`config.mk`:
```
export PLATFORM = sky130hd
export DESIGN_NAME = bmft_ctrl
export DESIGN_NICKNAME = d
export VERILOG_FILES = /design/src/hw/rtl/block_mapping_flash_translation_defines.svh /design/src/hw/rtl/bmft_pkg.sv /design/src/hw/rtl/bmft_ctrl.sv
export SDC_FILE = /design/constraint.sdc
export NUM_CORES = 1
export LEC_CHECK = 0
export ABC_CLOCK_PERIOD_IN_PS = 2420
export BUFFER_PORTS_ARGS = -buffer_cell sky130_fd_sc_hd__buf_2
export CORE_MARGIN = 3
export CORE_UTILIZATION = 43
export DETAILED_ROUTE_END_ITERATION = 12
export PLACE_DENSITY_LB_ADDON = 0.08
export SLEW_MARGIN = 10
export SYNTH_ARGS = -nofsm -noshare
export SYNTH_HDL_FRONTEND = slang
export SYNTH_SLANG_ARGS = --single-unit
export TNS_END_PERCENT = 50
```
`constraint.sdc`:
```
create_clock -name clk -period 2.42 [get_ports clk]
set_input_delay 0.484 -clock clk [delete_from_list [all_inputs] [get_ports clk]]
set_output_delay 0.484 -clock clk [all_outputs]
set_load 0.02 [all_outputs]
```
`src/hw/rtl/block_mapping_flash_translation_defines.svh`:
```
// Assertion helpers for the flash translation block.
`ifndef BLOCK_MAPPING_FLASH_TRANSLATION_DEFINES_SVH
`define BLOCK_MAPPING_FLASH_TRANSLATION_DEFINES_SVH

// Consequent checked in the same cycle as the antecedent.
`define BMFT_ASSERT_SAME(lbl, ante, cons, msg) \
  lbl: assert property (@(posedge clk) disable iff (!rst_n) (ante) |-> (cons)) \
    else $error(msg);

// Consequent checked in the cycle after the antecedent.
`define BMFT_ASSERT_NEXT(lbl, ante, cons, msg) \
  lbl: assert property (@(posedge clk) disable iff (!rst_n) (ante) |=> (cons)) \
    else $error(msg);

`endif

```
`src/hw/rtl/bmft_pkg.sv`:
```
package bmft_pkg;

  localparam int SECTOR_W   = 13;
  localparam int PAGE_NUM_W = 13;
  localparam int BLK_NUM_W  = 8;

  typedef enum logic [1:0] {
    FOP_READ  = 2'd0,
    FOP_PROG  = 2'd1,
    FOP_COPY  = 2'd2,
    FOP_ERASE = 2'd3
  } flash_op_t;

  typedef enum logic [1:0] {
    ST_OK       = 2'd0,
    ST_UNMAPPED = 2'd1,
    ST_NO_FREE  = 2'd2,
    ST_RANGE    = 2'd3
  } ftl_status_t;

  // What the output register is loaded with.
  typedef enum logic [2:0] {
    EM_RANGE      = 3'd0,
    EM_UNMAPPED   = 3'd1,
    EM_NO_FREE    = 3'd2,
    EM_READ       = 3'd3,
    EM_PROG_HOST  = 3'd4,
    EM_PROG_MERGE = 3'd5,
    EM_COPY       = 3'd6,
    EM_ERASE      = 3'd7
  } emit_kind_t;

  typedef struct packed {
    logic       clr_en;
    logic       cap_in;
    logic       div_mul;
    logic       div_fix;
    logic       sel_blk;
    logic       cap_old;
    logic       alloc;
    logic       pw_mark;
    logic       pw_merge;
    logic       pw_erase;
    logic       swap;
    logic       merge_step;
    logic       emit;
    emit_kind_t kind;
  } dp_cmd_t;

  typedef struct packed {
    logic clr_last;
    logic out_free;
    logic is_write;
    logic out_of_range;
    logic mapped;
    logic no_free;
    logic new_blk;
    logic page_hit;
    logic m_prog;
    logic m_copy;
    logic m_last;
  } dp_sts_t;

endpackage

```
`src/hw/rtl/bmft_ctrl.sv`:
```
module bmft_ctrl import bmft_pkg::*; (
  input  logic    clk,
  input  logic    rst_n,
  input  logic    in_valid,
  output logic    in_ready,
  input  dp_sts_t sts,
  output dp_cmd_t cmd
);

  typedef enum logic [10:0] {
    S_CLEAR  = 11'b000_0000_0001,
    S_IDLE   = 11'b000_0000_0010,
    S_DIV1   = 11'b000_0000_0100,
    S_DIV2   = 11'b000_0000_1000,
    S_MAP_RD = 11'b000_0001_0000,
    S_DECIDE = 11'b000_0010_0000,
    S_PW_RD  = 11'b000_0100_0000,
    S_PW_CHK = 11'b000_1000_0000,
    S_MERGE  = 11'b001_0000_0000,
    S_FIN1   = 11'b010_0000_0000,
    S_FIN2   = 11'b100_0000_0000
  } state_t;

  state_t state_r, state_nxt;
  logic   need;

  always_ff @(posedge clk) begin
    if (!rst_n) begin
      state_r <= S_CLEAR;
    end else begin
      state_r <= state_nxt;
    end
  end

  always_comb begin
    cmd       = '0;
    cmd.kind  = EM_RANGE;
    state_nxt = state_r;
    in_ready  = 1'b0;
    need      = sts.m_prog | sts.m_copy;
    case (state_r)
      S_CLEAR: begin
        cmd.clr_en = 1'b1;
        if (sts.clr_last) state_nxt = S_IDLE;
      end
      S_IDLE: begin
        in_ready = 1'b1;
        if (in_valid) begin
          cmd.cap_in = 1'b1;
          state_nxt  = S_DIV1;
        end
      end
      S_DIV1: begin
        cmd.div_mul = 1'b1;
        state_nxt   = S_DIV2;
      end
      S_DIV2: begin
        cmd.div_fix = 1'b1;
        state_nxt   = S_MAP_RD;
      end
      S_MAP_RD: begin
        state_nxt = S_DECIDE;
      end
      S_DECIDE: begin
        if (sts.out_of_range) begin
          cmd.kind = EM_RANGE;
          if (sts.out_free) begin
            cmd.emit  = 1'b1;
            state_nxt = S_IDLE;
          end
        end else if (!sts.is_write) begin
          cmd.kind = sts.mapped ? EM_READ : EM_UNMAPPED;
          if (sts.out_free) begin
            cmd.emit  = 1'b1;
            state_nxt = S_IDLE;
          end
        end else if (!sts.mapped && sts.no_free) begin
          cmd.kind = EM_NO_FREE;
          if (sts.out_free) begin
            cmd.emit  = 1'b1;
            state_nxt = S_IDLE;
          end
        end else begin
          cmd.sel_blk = 1'b1;
          state_nxt   = S_PW_RD;
        end
      end
      S_PW_RD: begin
        state_nxt = S_PW_CHK;
      end
      S_PW_CHK: begin
        cmd.cap_old = 1'b1;
        cmd.kind    = EM_PROG_HOST;
        if (sts.new_blk || !sts.page_hit) begin
          if (sts.out_free) begin
            cmd.pw_mark = 1'b1;
            cmd.alloc   = sts.new_blk;
            cmd.emit    = 1'b1;
            state_nxt   = S_IDLE;
          end
        end else begin
          state_nxt = S_MERGE;
        end
      end
      S_MERGE: begin
        cmd.kind = sts.m_prog ? EM_PROG_MERGE : EM_COPY;
        // pages that are neither the host page nor valid are skipped silently
        if (!need || sts.out_free) begin
          cmd.emit       = need;
          cmd.merge_step = 1'b1;
          if (sts.m_last) state_nxt = S_FIN1;
        end
      end
      S_FIN1: begin
        cmd.pw_merge = 1'b1;
        state_nxt    = S_FIN2;
      end
      S_FIN2: begin
        cmd.kind = EM_ERASE;
        if (sts.out_free) begin
          cmd.pw_erase = 1'b1;
          cmd.swap     = 1'b1;
          cmd.emit     = 1'b1;
          state_nxt    = S_IDLE;
        end
      end
      default: begin
        state_nxt = S_IDLE;
      end
    endcase
  end

endmodule

```
==> results of run 1 <==
[per-layer routing]
layer	up-vias	wire, um	track usage (%)
met4	0	119	15.7
met2	74	1660	44.3
met1	539	1220	32.2
li1	512	-	-
met3	15	231	7.12
met5	-	0	0
[report_power, final]
part           leakage, nW  total [mW]  switching [mW]  internal, mW
Clock               0.0150       0.133          0.0686        0.0639
Combinational        0.524       0.131          0.0675        0.0637
Sequential          0.0899       0.189         0.00306         0.186
Total                0.628       0.453           0.139         0.314
[worst max-delay path, stage by stage, from the launching register on]
cell and delay [ns]:
dfxtp_2 0.33, or4_4 0.54, or4_4 0.56, nor2_2 0.12, nor2_2 0.05, nor3_2 0.11, buf_4 0.16
[placed cells by master (no fill, tap or decap), types with 3 or more instances in the layout]
cell       n
a31oi_1    4
and2_1     4
buf_2     15
buf_4     27
buf_6     11
clkbuf_4   3
dfxtp_1    8
dfxtp_2    3
inv_1      9
nand2_1    5
nand2b_1   3
nor2_1    10
nor2_2     4
nor3_1     3
nor4_1     3
nor4_4     3
o21ai_0    4
or4_4      4
xor2_1     3
[final timing paths]
path / to / from / slack [ns] / depth (start not counted)
worst max-delay path: cmd[3] / state_r[1] / -0.23 / 6
worst min-delay path: state_r[3] / rst_n / 0.45 / 2
worst max register to register: state_r[1] / state_r[1] / 0.11 / 6
worst min register to register: state_r[7] / state_r[7] / 0.65 / 3
[kinds of logic (layout without fill, tap and decap cells)]
| family | count (synthesis) | after routing |
|---|---|---|
| buffers and inverters | 14 | 67 |
| xor gates and xnor gates | 3 | 3 |
| DFF | 11 | 11 |
| and+or+nand+nor | 60 | 60 |
| muxes | 1 | 1 |
| AOI/OAI and AO/OA | 22 | 22 |
[stage by stage]
step                cells  setup slack [ns]
global route          189            -0.276
global placement      178           0.00693
floorplan             111            -0.196
finish                189            -0.227
CTS                   185            -0.184
detailed placement    178            0.0161
[what timing repair did]
| item | CTS | global route |
|---|---|---|
| gates resized for setup | 37 | 22 |
| pin swaps | 12 | 7 |
| setup buffers | 3 | 4 |
| setup endpoints to repair | 15 | 17 |
[area by class of cell]
class	count	area (um2)	share of cell area [%]
multi-input cells	86	694	48.7
repair buffers	54	417	29.2
flip-flops and latches	11	224	15.7
inverters	9	33.8	2.37
well taps	25	31.3	2.19
clock buffers	4	26.3	1.84
==> impl_metrics.prom, run 1 <==
# TYPE chip_impl_metric gauge
chip_impl_metric{name="tritoncts_buffer_count",unit=""} 3
chip_impl_info{name="critical_setup_path_class",value="register to output port"} 1
chip_impl_metric{name="yosys.cell_types.count",unit=""} 37
chip_impl_metric{name="die_w",unit="um"} 50.3
chip_impl_metric{name="timing.final.max_slew_violations",unit=""} 0
chip_impl_metric{name="worstPathMaxFanout",unit=""} 3
chip_impl_metric{name="die_h",unit="um"} 50.3
chip_impl_metric{name="layout.core_utilization",unit="%"} 80.0
chip_impl_metric{name="final-hold-violation-count",unit=""} 0
chip_impl_metric{name="vias",unit=""} 1140
chip_impl_metric{name="ys_warn_count",unit=""} 0
chip_impl_metric{name="track_usage",unit="%"} 27.3
chip_impl_metric{name="core_area",unit="mm2"} 0.00178
chip_impl_metric{name="post-dp-hpwl",unit="mm"} 1.98
chip_impl_info{name="status",value="complete, but fails checks"} 1
chip_impl_metric{name="peakVddDrop",unit="V"} 0.000285
chip_impl_metric{name="antenna_cells_inserted",unit=""} 0
chip_impl_info{name="postSynth.topFlopCell",value="dfxtp_1"} 1
chip_impl_metric{name="grt_start_max_net_pins",unit=""} 10
chip_impl_metric{name="finalWeightedCongestion",unit=""} 0.892
chip_impl_metric{name="final_setup_viols",unit=""} 12
chip_impl_metric{name="first_global_vias",unit=""} 1160
chip_impl_metric{name="fin_area",unit="mm2"} 0.00143
chip_impl_metric{name="tightestPinTransition",unit="ns"} 0.530
chip_impl_metric{name="finalNetCount",unit=""} 179
chip_impl_metric{name="max_cap_viol_count",unit=""} 0
chip_impl_metric{name="synth_area_per_cell",unit="um2"} 7.59
chip_impl_metric{name="placement.cell_area",unit="mm2"} 0.00113
chip_impl_metric{name="drt-vias-per-instance",unit=""} 6.03
chip_impl_metric{name="async_flop_share",unit="%"} 0
chip_impl_info{name="combinational_family_with_the_most_area_after_synthesis",value="simple AND/OR/NAND/NOR gates"} 1
chip_impl_metric{name="synthesis.instances",unit=""} 111
chip_impl_metric{name="max_reg_flops",unit=""} 11
chip_impl_metric{name="syn-num-nets",unit=""} 125
chip_impl_metric{name="finalClockSkew",unit="ns"} 0.0114
chip_impl_metric{name="synth_fa_ha_area_share",unit="%"} 0
chip_impl_info{name="synth.top_cells.by_count",value="16 x nor2_1, 11 x dfxtp_1, 9 x inv_1"} 1
chip_impl_metric{name="ant_nets",unit=""} 0
chip_impl_metric{name="maxSlewHeadroom",unit="%"} 64.6
chip_impl_metric{name="ctsHtreeMaxLevel",unit=""} 1
chip_impl_info{name="synth_area_leader_cell",value="dfxtp_1"} 1
chip_impl_metric{name="synth_seq_area_share",unit="%"} 26.2
chip_impl_info{name="ctsRootBufferMaster",value="clkbuf_4"} 1
chip_impl_metric{name="finalPower",unit="mW"} 0.453
chip_impl_metric{name="grt_first_pass_wirelength",unit="mm"} 5.27
chip_impl_metric{name="postRouteWirelength",unit="mm"} 3.23
chip_impl_metric{name="initial_core_util",unit="%"} 47.2
chip_impl_metric{name="timing.hold.ws",unit="ns"} 0.453
chip_impl_metric{name="synthXorXnorAreaFrac",unit="%"} 3.12
chip_impl_metric{name="ys_seq_elements",unit=""} 11
chip_impl_metric{name="grt_remaining_overflow",unit=""} 0
chip_impl_metric{name="iteration_0_drc_markers",unit=""} 25
chip_impl_metric{name="route.detailed.wl_per_inst",unit="um"} 17.1
chip_impl_metric{name="numClockSinks",unit=""} 11
chip_impl_metric{name="leakage",unit="nW"} 0.628
chip_impl_info{name="synth_most_common_cell",value="nor2_1"} 1
chip_impl_info{name="cp-end-kind",value="output port"} 1
chip_impl_metric{name="ctsLongestPathBuffers",unit=""} 2
chip_impl_metric{name="fraction_of_the_cycle_the_final_worst_path_needs",unit="%"} 109
chip_impl_metric{name="buffer_ports.inserted",unit=""} 30
chip_impl_metric{name="cts_hold_buf",unit=""} 0
chip_impl_info{name="hold_path.class",value="primary input to register"} 1
chip_impl_metric{name="clkSlewWorstSetupHoldPaths",unit="ns"} 0.08
chip_impl_info{name="timing.critical_path.from_type",value="register"} 1
chip_impl_info{name="cts_tree",value="done"} 1
chip_impl_metric{name="drive_gt1_share",unit="%"} 56.7
chip_impl_metric{name="syn_area",unit="um2"} 842
chip_impl_metric{name="synth_enable_flop_cells",unit=""} 0
chip_impl_info{name="reg_top3",value="state_r: 11 flops"} 1
chip_impl_metric{name="timing.final.ws_setup",unit="ns"} -0.227
chip_impl_metric{name="synth_top_area_share",unit="%"} 26.2
chip_impl_metric{name="die-area",unit="mm2"} 0.00253
chip_impl_metric{name="power.density_cell_area",unit="mW/mm2"} 318
chip_impl_info{name="top_register",value="state_r"} 1
chip_impl_metric{name="post_synth_mux_area_share",unit="%"} 1.34
chip_impl_metric{name="synth_compound_area_share",unit="%"} 18.4
chip_impl_metric{name="cp_data_required_time",unit="ns"} 1.94
chip_impl_info{name="yosys-top-cells-area",value="dfxtp_1 26%, nor2_1 7.1%, inv_1 4.0%, and2_1 3.7%, nor3_1 3.6%"} 1
chip_impl_metric{name="num-fill-cells",unit=""} 112
chip_impl_metric{name="timing.final.crit_period",unit="ns"} 2.65
chip_impl_metric{name="first_pass_iters",unit=""} 4
chip_impl_metric{name="worst_skew_pair.late_latency",unit="ns"} 0.28
chip_impl_info{name="grt_setup_unrepaired",value="true"} 1
chip_impl_metric{name="setup-tns-final",unit="ns"} -1.34
chip_impl_metric{name="layout-area-overhead-vs-synth",unit="%"} 69.4
chip_impl_metric{name="synth_simple_gate_area_share",unit="%"} 43.4
chip_impl_metric{name="pin_count",unit=""} 31
chip_impl_metric{name="antenna_found_initial",unit=""} 0
chip_impl_metric{name="fmax",unit="MHz"} 378
chip_impl_info{name="violations",value="setup timing"} 1
chip_impl_metric{name="rows",unit=""} 15
chip_impl_metric{name="worst-endpoint-arrival",unit="ns"} 2.16
chip_impl_metric{name="remaining_drc_errors",unit=""} 0
No activity file was read; power rests on OpenSTA's default activity.
==> run 2, diff against run 1 <==
--- a/config.mk
+++ b/config.mk
@@ -7,8 +7,9 @@
 export LEC_CHECK = 0
 export ABC_CLOCK_PERIOD_IN_PS = 2420
 export BUFFER_PORTS_ARGS = -buffer_cell sky130_fd_sc_hd__buf_2
+export CAP_MARGIN = 30
 export CORE_MARGIN = 3
-export CORE_UTILIZATION = 43
+export CORE_UTILIZATION = 40
 export DETAILED_ROUTE_END_ITERATION = 12
 export PLACE_DENSITY_LB_ADDON = 0.08
 export SLEW_MARGIN = 10
==> impl_metrics.prom, run 2 (same netlist as run 1, synthesis figures left out) <==
# TYPE chip_impl_metric gauge
chip_impl_metric{name="post-dp-hpwl",unit="mm"} 1.92
chip_impl_info{name="timing.critical_path.from_type",value="register"} 1
chip_impl_metric{name="placed_cell_count",unit=""} 178
chip_impl_info{name="cpMaxStageDelayCell",value="or4_4"} 1
chip_impl_metric{name="initial_core_util",unit="%"} 45.3
chip_impl_info{name="mostFrequentLayoutCell",value="buf_4"} 1
chip_impl_metric{name="cp_data_required_time",unit="ns"} 1.94
chip_impl_metric{name="tritoncts_buffer_count",unit=""} 3
chip_impl_metric{name="remaining_drc_errors",unit=""} 0
chip_impl_info{name="ctsRootBufferMaster",value="clkbuf_4"} 1
chip_impl_info{name="critical_path.cell_chain",value="or4_4 > buf_6 > nor4b_4 > a221o_2 > nor2_2 > nor3_2 > buf_4"} 1
chip_impl_metric{name="timing.final.crit_period",unit="ns"} 2.64
chip_impl_metric{name="ctsHtreeMaxLevel",unit=""} 1
chip_impl_metric{name="antenna_cells_inserted",unit=""} 0
chip_impl_metric{name="first_pass_iters",unit=""} 4
chip_impl_metric{name="critical_path_depth",unit=""} 7
chip_impl_info{name="cp_top_family",value="simple AND/OR/NAND/NOR gates"} 1
chip_impl_metric{name="max_cap_viol_count",unit=""} 0
chip_impl_metric{name="maxSlewHeadroom",unit="%"} 62.7
chip_impl_metric{name="worstPathMaxFanout",unit=""} 6
chip_impl_metric{name="worst_skew_pair.late_latency",unit="ns"} 0.29
chip_impl_metric{name="place_worst_setup_slack",unit="ns"} -0.000543
chip_impl_info{name="violations",value="setup timing"} 1
chip_impl_metric{name="final_setup_viols",unit=""} 11
chip_impl_metric{name="leakage",unit="nW"} 0.628
chip_impl_info{name="grt_setup_unrepaired",value="true"} 1
chip_impl_metric{name="drt-vias-per-instance",unit=""} 5.66
chip_impl_metric{name="fin_area",unit="mm2"} 0.00140
chip_impl_metric{name="antenna_found_initial",unit=""} 0
chip_impl_metric{name="grt_remaining_overflow",unit=""} 0
chip_impl_metric{name="instances_no_fill",unit=""} 189
chip_impl_metric{name="finalNetCount",unit=""} 179
chip_impl_metric{name="worst_path_largest_cell_delay",unit="ns"} 0.54
chip_impl_metric{name="worstPathBufferInverterCount",unit=""} 2
chip_impl_metric{name="finalWeightedCongestion",unit=""} 0.965
chip_impl_metric{name="pin_count",unit=""} 31
chip_impl_info{name="top_register",value="state_r"} 1
chip_impl_metric{name="num-fill-cells",unit=""} 125
chip_impl_metric{name="vias",unit=""} 1069
chip_impl_metric{name="numClockSinks",unit=""} 11
chip_impl_metric{name="fmax",unit="MHz"} 378
chip_impl_info{name="critical_setup_path_class",value="register to output port"} 1
chip_impl_metric{name="clkSlewWorstSetupHoldPaths",unit="ns"} 0.08
chip_impl_metric{name="min_delay_path_depth",unit=""} 2
chip_impl_metric{name="reg2reg_depth",unit=""} 7
chip_impl_metric{name="cts_hold_buf",unit=""} 0
chip_impl_metric{name="iteration_0_drc_markers",unit=""} 41
chip_impl_metric{name="layout.core_utilization",unit="%"} 75.6
chip_impl_metric{name="finalPower",unit="mW"} 0.465
chip_impl_metric{name="power.density_cell_area",unit="mW/mm2"} 331
chip_impl_info{name="reg_top3",value="state_r: 11 flops"} 1
chip_impl_metric{name="max_reg_flops",unit=""} 11
chip_impl_info{name="status",value="complete, but fails checks"} 1
chip_impl_metric{name="first_global_vias",unit=""} 1023
chip_impl_metric{name="drive_gt1_share",unit="%"} 56.7
chip_impl_metric{name="ctsLongestPathBuffers",unit=""} 2
chip_impl_metric{name="layout-area-overhead-vs-synth",unit="%"} 66.7
chip_impl_info{name="mostFrequentLayoutCells",value="29 x buf_4, 17 x buf_2, 12 x nor2_1"} 1
chip_impl_metric{name="grt_first_pass_wirelength",unit="mm"} 4.72
chip_impl_metric{name="rows",unit=""} 15
chip_impl_metric{name="peakVddDrop",unit="V"} 0.000285
chip_impl_metric{name="worst-endpoint-arrival",unit="ns"} 2.16
chip_impl_metric{name="postRouteWirelength",unit="mm"} 2.97
chip_impl_metric{name="final-hold-violation-count",unit=""} 0
chip_impl_metric{name="buffer_ports.inserted",unit=""} 30
chip_impl_metric{name="fraction_of_the_cycle_the_final_worst_path_needs",unit="%"} 109
chip_impl_metric{name="timing.final.ws_setup",unit="ns"} -0.222
chip_impl_metric{name="placement.cell_area",unit="mm2"} 0.00113
chip_impl_metric{name="tightestPinTransition",unit="ns"} 0.559
chip_impl_metric{name="grt_start_max_net_pins",unit=""} 9
chip_impl_info{name="cp-end-kind",value="output port"} 1
chip_impl_metric{name="route.detailed.wl_per_inst",unit="um"} 15.7
chip_impl_info{name="cts_tree",value="done"} 1
chip_impl_metric{name="die_w",unit="um"} 51.9
chip_impl_metric{name="timing.final.max_slew_violations",unit=""} 0
chip_impl_metric{name="track_usage",unit="%"} 24.0
chip_impl_metric{name="die_h",unit="um"} 51.9
chip_impl_metric{name="ant_nets",unit=""} 0
chip_impl_metric{name="die-area",unit="mm2"} 0.00269
chip_impl_metric{name="finalClockSkew",unit="ns"} 0.00552
chip_impl_info{name="hold_path.class",value="primary input to register"} 1
chip_impl_metric{name="core_area",unit="mm2"} 0.00186
==> run 2: per-stage QoR <==
stage	setup TNS, ns	hold WS (ns)
after CTS	-1.32	0.442
after global placement	0	0.583
after detailed placement	-0.000543	0.593
after global routing	-2.30	0.450
after floorplan	-0.301	0.512
final	-1.46	0.437
==> run 2: what timing repair did <==
action                     CTS  global route
pin swaps                   11             7
setup endpoints to repair   15            17
resized for setup           33            17
setup buffers                5             2
cloned                       0             0
==> run 2: cell type report <==
cell class | instances | area, um2 | share of cell area, %
clock buffers | 3 | 22.5 | 1.60
clock inverters | 1 | 5.00 | 0.357
inverters | 9 | 33.8 | 2.41
multi-input cells | 86 | 696 | 49.6
flip-flops and latches | 11 | 223 | 15.9
well taps | 25 | 31.3 | 2.23
repair buffers | 54 | 393 | 28.0
==> run 2: final timing paths <==
| path | from | endpoint | slack [ns] |
|---|---|---|---|
| worst max-delay path | state_r[2] | cmd[3] | -0.22 |
| worst min-delay path | rst_n | state_r[3] | 0.44 |
| worst max register to register | state_r[2] | state_r[1] | -0.01 |
| worst min register to register | state_r[10] | state_r[10] | 0.62 |
==> run 2: power breakdown <==
group | switching, mW | internal (mW) | total, mW | leakage, nW
combinational | 0.0703 | 0.0663 | 0.137 | 0.521
sequential | 0.00287 | 0.186 | 0.189 | 0.0897
clock | 0.0780 | 0.0616 | 0.140 | 0.0177
total | 0.151 | 0.314 | 0.465 | 0.628
==> run 2: layer usage <==
metal	routed length, um	part of all wire, %	vias up	global-route usage [%]
met5	0	0	-	0
met4	47	1.6	0	9.17
met3	223	7.5	9	6.88
met2	1410	48	48	37.9
met1	1290	43	498	30.6
li1	-	-	514	-
